[src/rtl/adv_pkg.sv]
// Shared types and constants for the archive directory validator.
package adv_pkg;

  typedef enum logic [2:0] {
    PH_IDLE,
    PH_HEADER,
    PH_ENTRY,
    PH_BACKPTR,
    PH_DONE
  } phase_t;

  typedef enum logic [3:0] {
    ST_OK,
    ST_SMALL,
    ST_MAGIC,
    ST_COUNT,
    ST_DIROFF,
    ST_TILING,
    ST_LOW_OFFSET,
    ST_ORDER,
    ST_NAME,
    ST_BACKPTR,
    ST_LAST_OFFSET
  } status_t;

  typedef struct packed {
    logic [15:0] member_index;
    logic [30:0] member_offset;
    logic [31:0] member_size;
    logic        is_member;
    logic        is_final;
    status_t     status;
  } result_t;

  localparam int FILE_SIZE_W = 33;
  localparam int CNT_W       = 5;
  localparam int TILE_W      = 21;

  localparam logic [15:0]            MAGIC_VALUE = 16'h04D2;
  localparam logic [FILE_SIZE_W-1:0] MIN_FILE    = 33'd31;
  localparam logic [31:0]            HEADER_END  = 32'd8;
  localparam logic [31:0]            MIN_OFFSET  = 32'd8;
  localparam logic [30:0]            INIT_PREV   = 31'd7;
  localparam logic [TILE_W-1:0]      BACKPTR_LEN = 21'd4;

  localparam logic [CNT_W-1:0] POS_ZERO   = 5'd0;
  localparam logic [CNT_W-1:0] POS_MAGIC  = 5'd1;
  localparam logic [CNT_W-1:0] POS_COUNT  = 5'd3;
  localparam logic [CNT_W-1:0] POS_DIROFF = 5'd7;
  localparam logic [CNT_W-1:0] POS_OFFSET = 5'd3;
  localparam logic [CNT_W-1:0] NAME_FIRST = 5'd4;
  localparam logic [CNT_W-1:0] NAME_LAST  = 5'd17;
  localparam logic [CNT_W-1:0] POS_BPTR   = 5'd3;

  localparam logic [7:0] PRINT_LO = 8'h20;
  localparam logic [7:0] PRINT_HI = 8'h7e;

endpackage

[src/rtl/adv_parse.sv]
// Byte parser: header, directory entries and back-pointer checks.
module adv_parse
  import adv_pkg::*;
(
  input  logic                   clk,
  input  logic                   rst,
  input  logic [FILE_SIZE_W-1:0] file_size,
  input  logic                   take,
  input  logic [7:0]             data_byte,
  input  logic                   first,
  output logic                   res_valid,
  output result_t                res
);

  phase_t            phase, phase_next, ph_cur;
  logic [CNT_W-1:0]  cnt, cnt_next, cnt_cur;
  logic [15:0]       total, total_next;
  logic [TILE_W-1:0] tile, tile_next;
  logic [31:0]       dir, dir_next;
  logic [15:0]       idx, idx_next, idx_inc;
  logic [31:0]       wa, wa_next, wa_cur, wa_new;
  logic [30:0]       prev, prev_next;
  logic              pad, pad_next, bad, bad_next;

  always_ff @(posedge clk) begin
    if (rst) begin
      phase <= PH_IDLE;
      cnt   <= '0;
      total <= '0;
      tile  <= '0;
      dir   <= '0;
      idx   <= '0;
      wa    <= '0;
      prev  <= INIT_PREV;
      pad   <= 1'b0;
      bad   <= 1'b0;
    end else begin
      phase <= phase_next;
      cnt   <= cnt_next;
      total <= total_next;
      tile  <= tile_next;
      dir   <= dir_next;
      idx   <= idx_next;
      wa    <= wa_next;
      prev  <= prev_next;
      pad   <= pad_next;
      bad   <= bad_next;
    end
  end

  always_comb begin
    phase_next = phase;
    cnt_next   = cnt;
    total_next = total;
    tile_next  = tile;
    dir_next   = dir;
    idx_next   = idx;
    wa_next    = wa;
    prev_next  = prev;
    pad_next   = pad;
    bad_next   = bad;
    res_valid  = 1'b0;
    res        = '0;
    ph_cur     = first ? PH_HEADER : phase;
    cnt_cur    = first ? '0 : cnt;
    wa_cur     = first ? '0 : wa;
    wa_new     = {data_byte, wa_cur[31:8]};
    idx_inc    = idx + 16'd1;
    if (take) begin
      if (first) begin
        total_next = '0;
        dir_next   = '0;
        idx_next   = '0;
        prev_next  = INIT_PREV;
        pad_next   = 1'b0;
        bad_next   = 1'b0;
      end
      if (ph_cur == PH_HEADER || ph_cur == PH_ENTRY || ph_cur == PH_BACKPTR) begin
        wa_next    = wa_new;
        cnt_next   = cnt_cur + 5'd1;
        phase_next = ph_cur;
        case (ph_cur)
          PH_HEADER: begin
            case (cnt_cur)
              POS_ZERO: begin
                if (file_size < MIN_FILE) begin
                  phase_next   = PH_DONE;
                  res_valid    = 1'b1;
                  res.is_final = 1'b1;
                  res.status   = ST_SMALL;
                end
              end
              POS_MAGIC: begin
                if (wa_new[31:16] != MAGIC_VALUE) begin
                  phase_next   = PH_DONE;
                  res_valid    = 1'b1;
                  res.is_final = 1'b1;
                  res.status   = ST_MAGIC;
                end
              end
              POS_COUNT: begin
                total_next = wa_new[31:16];
                tile_next  = {1'b0, wa_new[31:16], 4'b0} + {4'b0, wa_new[31:16], 1'b0}
                             + BACKPTR_LEN;
                if (wa_new[31:16] == 16'd0) begin
                  phase_next   = PH_DONE;
                  res_valid    = 1'b1;
                  res.is_final = 1'b1;
                  res.status   = ST_COUNT;
                end
              end
              POS_DIROFF: begin
                dir_next = wa_new;
                if (wa_new <= HEADER_END) begin
                  phase_next   = PH_DONE;
                  res_valid    = 1'b1;
                  res.is_final = 1'b1;
                  res.status   = ST_DIROFF;
                end else if ({1'b0, wa_new} + {12'b0, tile} != file_size) begin
                  phase_next   = PH_DONE;
                  res_valid    = 1'b1;
                  res.is_final = 1'b1;
                  res.status   = ST_TILING;
                end else begin
                  phase_next = PH_ENTRY;
                  cnt_next   = '0;
                end
              end
              default: ;
            endcase
          end
          PH_ENTRY: begin
            if (cnt_cur == POS_OFFSET) begin
              if (wa_new[31] || wa_new < MIN_OFFSET) begin
                phase_next   = PH_DONE;
                res_valid    = 1'b1;
                res.is_final = 1'b1;
                res.status   = ST_LOW_OFFSET;
              end else if (wa_new[30:0] <= prev) begin
                phase_next   = PH_DONE;
                res_valid    = 1'b1;
                res.is_final = 1'b1;
                res.status   = ST_ORDER;
              end else begin
                prev_next = wa_new[30:0];
                if (idx != 16'd0) begin
                  res_valid         = 1'b1;
                  res.is_member     = 1'b1;
                  res.member_index  = idx - 16'd1;
                  res.member_offset = prev;
                  res.member_size   = wa_new - {1'b0, prev};
                end
              end
            end else if (cnt_cur >= NAME_FIRST) begin
              if (data_byte == 8'd0) begin
                if (cnt_cur == NAME_FIRST) begin
                  bad_next = 1'b1;
                end
                pad_next = 1'b1;
              end else if (pad || data_byte < PRINT_LO || data_byte > PRINT_HI) begin
                bad_next = 1'b1;
              end
              if (cnt_cur == NAME_LAST) begin
                if (bad_next) begin
                  phase_next   = PH_DONE;
                  res_valid    = 1'b1;
                  res.is_final = 1'b1;
                  res.status   = ST_NAME;
                end else begin
                  pad_next = 1'b0;
                  bad_next = 1'b0;
                  cnt_next = '0;
                  idx_next = idx_inc;
                  if (idx_inc >= total) begin
                    phase_next = PH_BACKPTR;
                  end
                end
              end
            end
          end
          PH_BACKPTR: begin
            if (cnt_cur == POS_BPTR) begin
              phase_next   = PH_DONE;
              res_valid    = 1'b1;
              res.is_final = 1'b1;
              if (wa_new != dir) begin
                res.status = ST_BACKPTR;
              end else if ({1'b0, prev} >= dir) begin
                res.status = ST_LAST_OFFSET;
              end else begin
                res.status        = ST_OK;
                res.is_member     = 1'b1;
                res.member_index  = total - 16'd1;
                res.member_offset = prev;
                res.member_size   = dir - {1'b0, prev};
              end
            end
          end
          default: ;
        endcase
      end
    end
  end

endmodule

[src/rtl/archive_directory_validator.sv]
// Top level: size register, byte parser and two-entry result buffer.
// A result is registered, in the skid register when the result register is held.
// Throughput: one byte per cycle; data_stall rises only while both the result
// register and the skid register hold results waiting on result_stall.
// Reset (rst, synchronous): clears file_size, the parse state and both buffers.
module archive_directory_validator
  import adv_pkg::*;
(
  input  logic                   clk,
  input  logic                   rst,
  input  logic                   write_enable,
  input  logic [FILE_SIZE_W-1:0] write_data,
  input  logic                   data_valid,
  output logic                   data_stall,
  input  logic [7:0]             data_byte,
  input  logic                   first,
  output logic                   result_valid,
  input  logic                   result_stall,
  output logic [15:0]            member_index,
  output logic [30:0]            member_offset,
  output logic [31:0]            member_size,
  output logic                   is_member,
  output logic                   is_final,
  output logic [3:0]             status
);

  logic [FILE_SIZE_W-1:0] file_size;
  logic                   take;
  logic                   res_valid;
  result_t                res;
  result_t                out_res, skid_res;
  logic                   out_valid, skid_valid;
  logic                   out_fire;

  assign data_stall = skid_valid;
  assign take       = data_valid && !skid_valid;
  assign out_fire   = out_valid && !result_stall;

  adv_parse u_parse (
    .clk       (clk),
    .rst       (rst),
    .file_size (file_size),
    .take      (take),
    .data_byte (data_byte),
    .first     (first),
    .res_valid (res_valid),
    .res       (res)
  );

  always_ff @(posedge clk) begin
    if (rst) begin
      file_size <= '0;
    end else if (write_enable) begin
      file_size <= write_data;
    end
  end

  always_ff @(posedge clk) begin
    if (rst) begin
      out_valid  <= 1'b0;
      skid_valid <= 1'b0;
    end else if (skid_valid) begin
      if (out_fire) begin
        out_res    <= skid_res;
        skid_valid <= 1'b0;
      end
    end else if (res_valid) begin
      if (!out_valid || out_fire) begin
        out_res   <= res;
        out_valid <= 1'b1;
      end else begin
        skid_res   <= res;
        skid_valid <= 1'b1;
      end
    end else if (out_fire) begin
      out_valid <= 1'b0;
    end
  end

  assign result_valid  = out_valid;
  assign member_index  = out_res.member_index;
  assign member_offset = out_res.member_offset;
  assign member_size   = out_res.member_size;
  assign is_member     = out_res.is_member;
  assign is_final      = out_res.is_final;
  assign status        = out_res.status;

  a_skid_needs_out: assert property (@(posedge clk) disable iff (rst)
    skid_valid |-> out_valid)
    else $error("skid holds a result while the output register is empty");

  a_skid_drains: assert property (@(posedge clk) disable iff (rst)
    (skid_valid && out_fire) |=> (out_valid && !skid_valid))
    else $error("skid result lost on output transfer");

  a_member_ok: assert property (@(posedge clk) disable iff (rst)
    (out_valid && out_res.is_member && out_res.is_final) |-> (out_res.status == ST_OK))
    else $error("last member reported with a failing verdict");

  a_no_member_zero: assert property (@(posedge clk) disable iff (rst)
    (out_valid && !out_res.is_member) |-> (out_res.member_size == 32'd0))
    else $error("member fields not cleared on a verdict-only result");

endmodule
[config.mk]
export PLATFORM = sky130hd
export DESIGN_NAME = archive_directory_validator
export DESIGN_NICKNAME = d
export VERILOG_FILES = /design/src/rtl/adv_pkg.sv /design/src/rtl/adv_parse.sv /design/src/rtl/archive_directory_validator.sv
export SDC_FILE = /design/constraint.sdc
export NUM_CORES = 1
export LEC_CHECK = 0
export ABC_AREA = 1
export BUFFER_PORTS_ARGS = -buffer_cell sky130_fd_sc_hd__buf_2
export CORE_AREA = 2 2 225 249
export CTS_BUF_LIST = sky130_fd_sc_hd__clkbuf_8
export DETAILED_ROUTE_END_ITERATION = 12
export DIE_AREA = 0 0 227 251
export HOLD_SLACK_MARGIN = 0.03
export PLACE_DENSITY_LB_ADDON = 0.1
export SYNTH_ARGS = -nofsm -noshare
export SYNTH_HDL_FRONTEND = slang
export SYNTH_SLANG_ARGS = --single-unit
[constraint.sdc]
create_clock -name clk -period 12.35 [get_ports clk]
set_input_delay 1.8525 -clock clk [delete_from_list [all_inputs] [get_ports clk]]
set_output_delay 1.8525 -clock clk [all_outputs]
set_load 0.05 [all_outputs]
==> flow_summary.ini <==
[setup_path]
critPathTopFamily = buffers and inverters
worst_setup_path_end_kind = register
path_buf_inv = 8
worst_path_max_delay_cell = buf_4
category_of_the_critical_setup_timing_path = in2reg
setup.reg_to_reg.worst_slack_ns = 6.79
crit_required_ns = 12.64
max_stage_delay_ns = 0.65
timing.critical_path.fanout_max = 60
critPathLaunchType = input port
critical_path.cell_chain = buf_2 -> buf_4 -> inv_4 -> buf_4 -> nand2_1 -> inv_1 -> ha_1 -> nand2_1 -> nor2_1 -> inv_1 -> nor4_2 -> nand3_1 -> nand3_2 -> nand2_1 -> nand3_1 -> nand3_1 -> nand3_1 -> nand2_1 -> clkinv_2 -> buf_4
worstPathArrival_ns = 7.77

[timing]
tns_ns = 0
rsz_0062_raised_after_global_routing = false
worst_slew_margin_rel_pct = 30.08
fin_worst_skew_ns = 0.05908
finalWorstPathRequiredPeriod_ns = 7.475
worst_pin_slew_ns = 1.048
final_count_of_pins_violating_max_slew = 0
count_of_final_setup_violators = 0
clock.fmax_mhz = 133.8
report.final.hold_viol_count = 0
post-route-period-util_pct = 60.53

[cts]
postCtsResizedCells = 0
number_of_buffers_inserted_by_post_cts_setup_repair = 0
cts_tree = built
max-clock-path-buffers = 3
cts-buffers-inserted = 61
cts.sink_count = 354
cts.reportedPaths.clkPinSlew_ns = 0.06
clock_tree.htree_level_count = 2
cts_hold_repair.buffers = 0
clk_root_buffer_cell = clkbuf_8
worst_skew_pair.late_latency_ns = 0.71

[finish]
final_layout_size_suffix_gt1_share_pct = 9.136
final-seq-area_um2 = 8790
filler_cells_inserted = 5773
nets = 3486
multiInputGateArea_um2 = 12310
areaGrowthSynthToFinish_pct = 10.93

[grt]
grt_most_used_layer = met2
gr-usage-all-layers_pct = 31.56
number_of_antenna_violations_at_the_first_check_in_global_routing = 1
grt_remaining_overflow = 0
vias_in_the_first_global_route = 21810
globalRouteMet2Util_pct = 53.04
grt_use_met3_pct = 3.612
grt_pass1_wl_um = 134100
grt_start_max_net_pins = 88
use_met1_pct = 39.35

[logic_synthesis]
ys_async_sr_fraction_pct = 0
seq_area_frac_synth_pct = 38.01
synth_area_leader_cell = edfxtp_1
top_cell_type_s_share_of_synthesized_area_pct = 22.08
synth_compound_area_share_pct = 16.63
synthAdderAreaFrac_pct = 5.043
synth-edff-count = 170
summed_instance_area_of_the_synthesized_netlist_um2 = 23120
synth-simple-area-share_pct = 26.36
synthCells = 3243
syn_nets = 3382
netlist_top_cells_area = edfxtp_1 22%, dfxtp_1 16%, nand2_1 12%
yosys.cell_types.count = 59
total_of_flip_flops_plus_latches_after_synthesis = 354
dominant_combinational_cell_family_by_area_after_synthesis = simple AND/OR/NAND/NOR gates
synth_top_flop_cell = dfxtp_1
synth_area_per_cell_um2 = 7.130
synthXorXnorAreaFrac_pct = 5.114
synthMuxAreaShare_pct = 0
ys.warnings.count = 0

[floorplan]
core-area_um2 = 54500
core.rowCount = 90
die-area_um2 = 56980
initial_core_util_pct = 42.42
i_o_pin_total = 134
die_height_um = 251
dieWidth_um = 227

[route]
vias_per_cell = 5.509
detail_route.drc_violations = 0
drt_iter0_markers = 2048
route.detailed.wl_per_inst_um = 21.96
routed_wirelength_um = 90680
ant_nets = 0
route.vias.total = 22750
detail_route.first_pass.iterations = 6

[hold_path]
holdCritPathClass = reg2reg

[power_and_ir_drop]
leakage_power_of_the_design_nw = 11.83
total_power_mw = 2.834
max_rail_drop_vdd_mv = 0.07458
cellPowerDensity_nw_per_um2 = 110.5

[place]
place_hpwl_um = 70770
placement.io_buffers = 133
routabilityCongestion = 1.018

[run_status]
status = complete, no violations

[job]
max-cap-violations = 0
## worst min-delay path: cells and delay by family (launching register included)
| kind | cells | cell delay, ns |
|---|---|---|
| flops | 1 | 0.31 |
| simple gates | 1 | 0.06 |
| compound gates | 1 | 0.05 |
## cell usage in the layout, fill, tap and decap left out, types with 3 or more instances in the layout
cell / instances
ha_1: 90
xnor2_1: 40
nor2_1: 360
nor2_2: 11
a21boi_0: 10
xor2_1: 95
or2_2: 7
o221ai_1: 6
o21ai_0: 271
nand3_1: 173
a21oi_1: 280
nor4_1: 13
clkinv_2: 7
edfxtp_1: 170
dfxtp_1: 183
buf_4: 22
nand4_1: 39
nand2_1: 757
buf_2: 133
o21bai_1: 6
clkbuf_8: 70
o21a_1: 4
a21o_1: 8
o22ai_1: 4
nand3b_1: 10
bufinv_16: 4
nand2_2: 16
o211ai_1: 44
inv_1: 417
nor3_1: 35
o21ai_1: 8
a22oi_1: 17
a31oi_1: 16
clkinv_1: 4
nor2_4: 3
nand3_2: 15
inv_2: 6
o2111ai_1: 5
## sequential cells by signal (all words and copies together), names as in the netlist, 3 cells and up
| name | flops |
|---|---|
| status | 4 |
| skid_res | 85 |
| u_parse.tile | 20 |
| file_size | 33 |
| member_index | 16 |
| u_parse.wa | 24 |
| u_parse.dir | 32 |
| u_parse.prev | 31 |
| u_parse.total | 16 |
| u_parse.phase | 3 |
| u_parse.cnt | 5 |
| member_offset | 31 |
| u_parse.idx | 16 |
| member_size | 32 |
## report_power, final
part	leakage, nW	switching [mW]	internal, mW	total [mW]
Clock	0.729	0.519	0.605	1.12
Combinational	7.85	0.313	0.125	0.438
Sequential	3.25	0.0297	1.24	1.27
## synth_stat cells (all sizes together), types with 11 or more instances
library cell and number:
clkbuf 86, a22oi 17, nand2 774, xor2 95
xnor2 40, o21ai 281, nor2 374, edfxtp 170
buf 28, inv 403, o211ai 44, ha 90
nand4 39, a21boi 11, nor3 35, dfxtp 184
a31oi 16, nand3 189, nor4 15, a21oi 281
## metal layers
| layer | share of wire (%) | up-vias |
|---|---|---|
| li1 | - | 10980 |
| met1 | 41 | 10750 |
| met2 | 47 | 824 |
| met3 | 5.3 | 198 |
| met4 | 6.1 | 0 |
| met5 | 0 | - |
## kinds of logic (layout without fill, tap and decap cells)
kind of cell / count (synthesis) / in the layout
compound gates: 697 / 697
simple gates: 1446 / 1446
flops: 354 / 354
fa+ha+maj: 92 / 92
xor+xnor: 135 / 135
buf+inv: 519 / 669
other cells: 0 / 1
## layout make-up
| cell class | count | share of cell area (%) |
|---|---|---|
| Multi-Input combinational cell | 2370 | 48.00 |
| Sequential cell | 354 | 34.27 |
| Inverter | 405 | 5.946 |
| Clock buffer | 70 | 3.756 |
| Tap cell | 736 | 3.590 |
| Timing Repair Buffer | 155 | 3.239 |
| Clock inverter | 39 | 1.195 |
| Antenna cell | 1 | 0.009756 |
## path summary, 6_finish.rpt
check	start	to	cells after the start
max reg2reg	u_parse.wa[31]	member_offset[20]	22
min	u_parse.bad	u_parse.bad	2
max	first	member_offset[20]	20
min reg2reg	u_parse.bad	u_parse.bad	2
## per-stage QoR
stage               worst slack (ns)  hold slack [ns]  cells  utilization, %  cell area (µm²)
global placement               4.452           0.4514   4020           44.73            24380
detailed placement             4.273           0.4556   4020           44.73            24380
finish                         4.875           0.4663   4130           47.06            25650
global route                   4.494           0.4893   4130           47.06            25650
floorplan                      5.786           0.4410   3243               -            23120
CTS                            4.957           0.4653   4129           47.06            25650
Note: power is estimated with default switching activity, not from simulation.
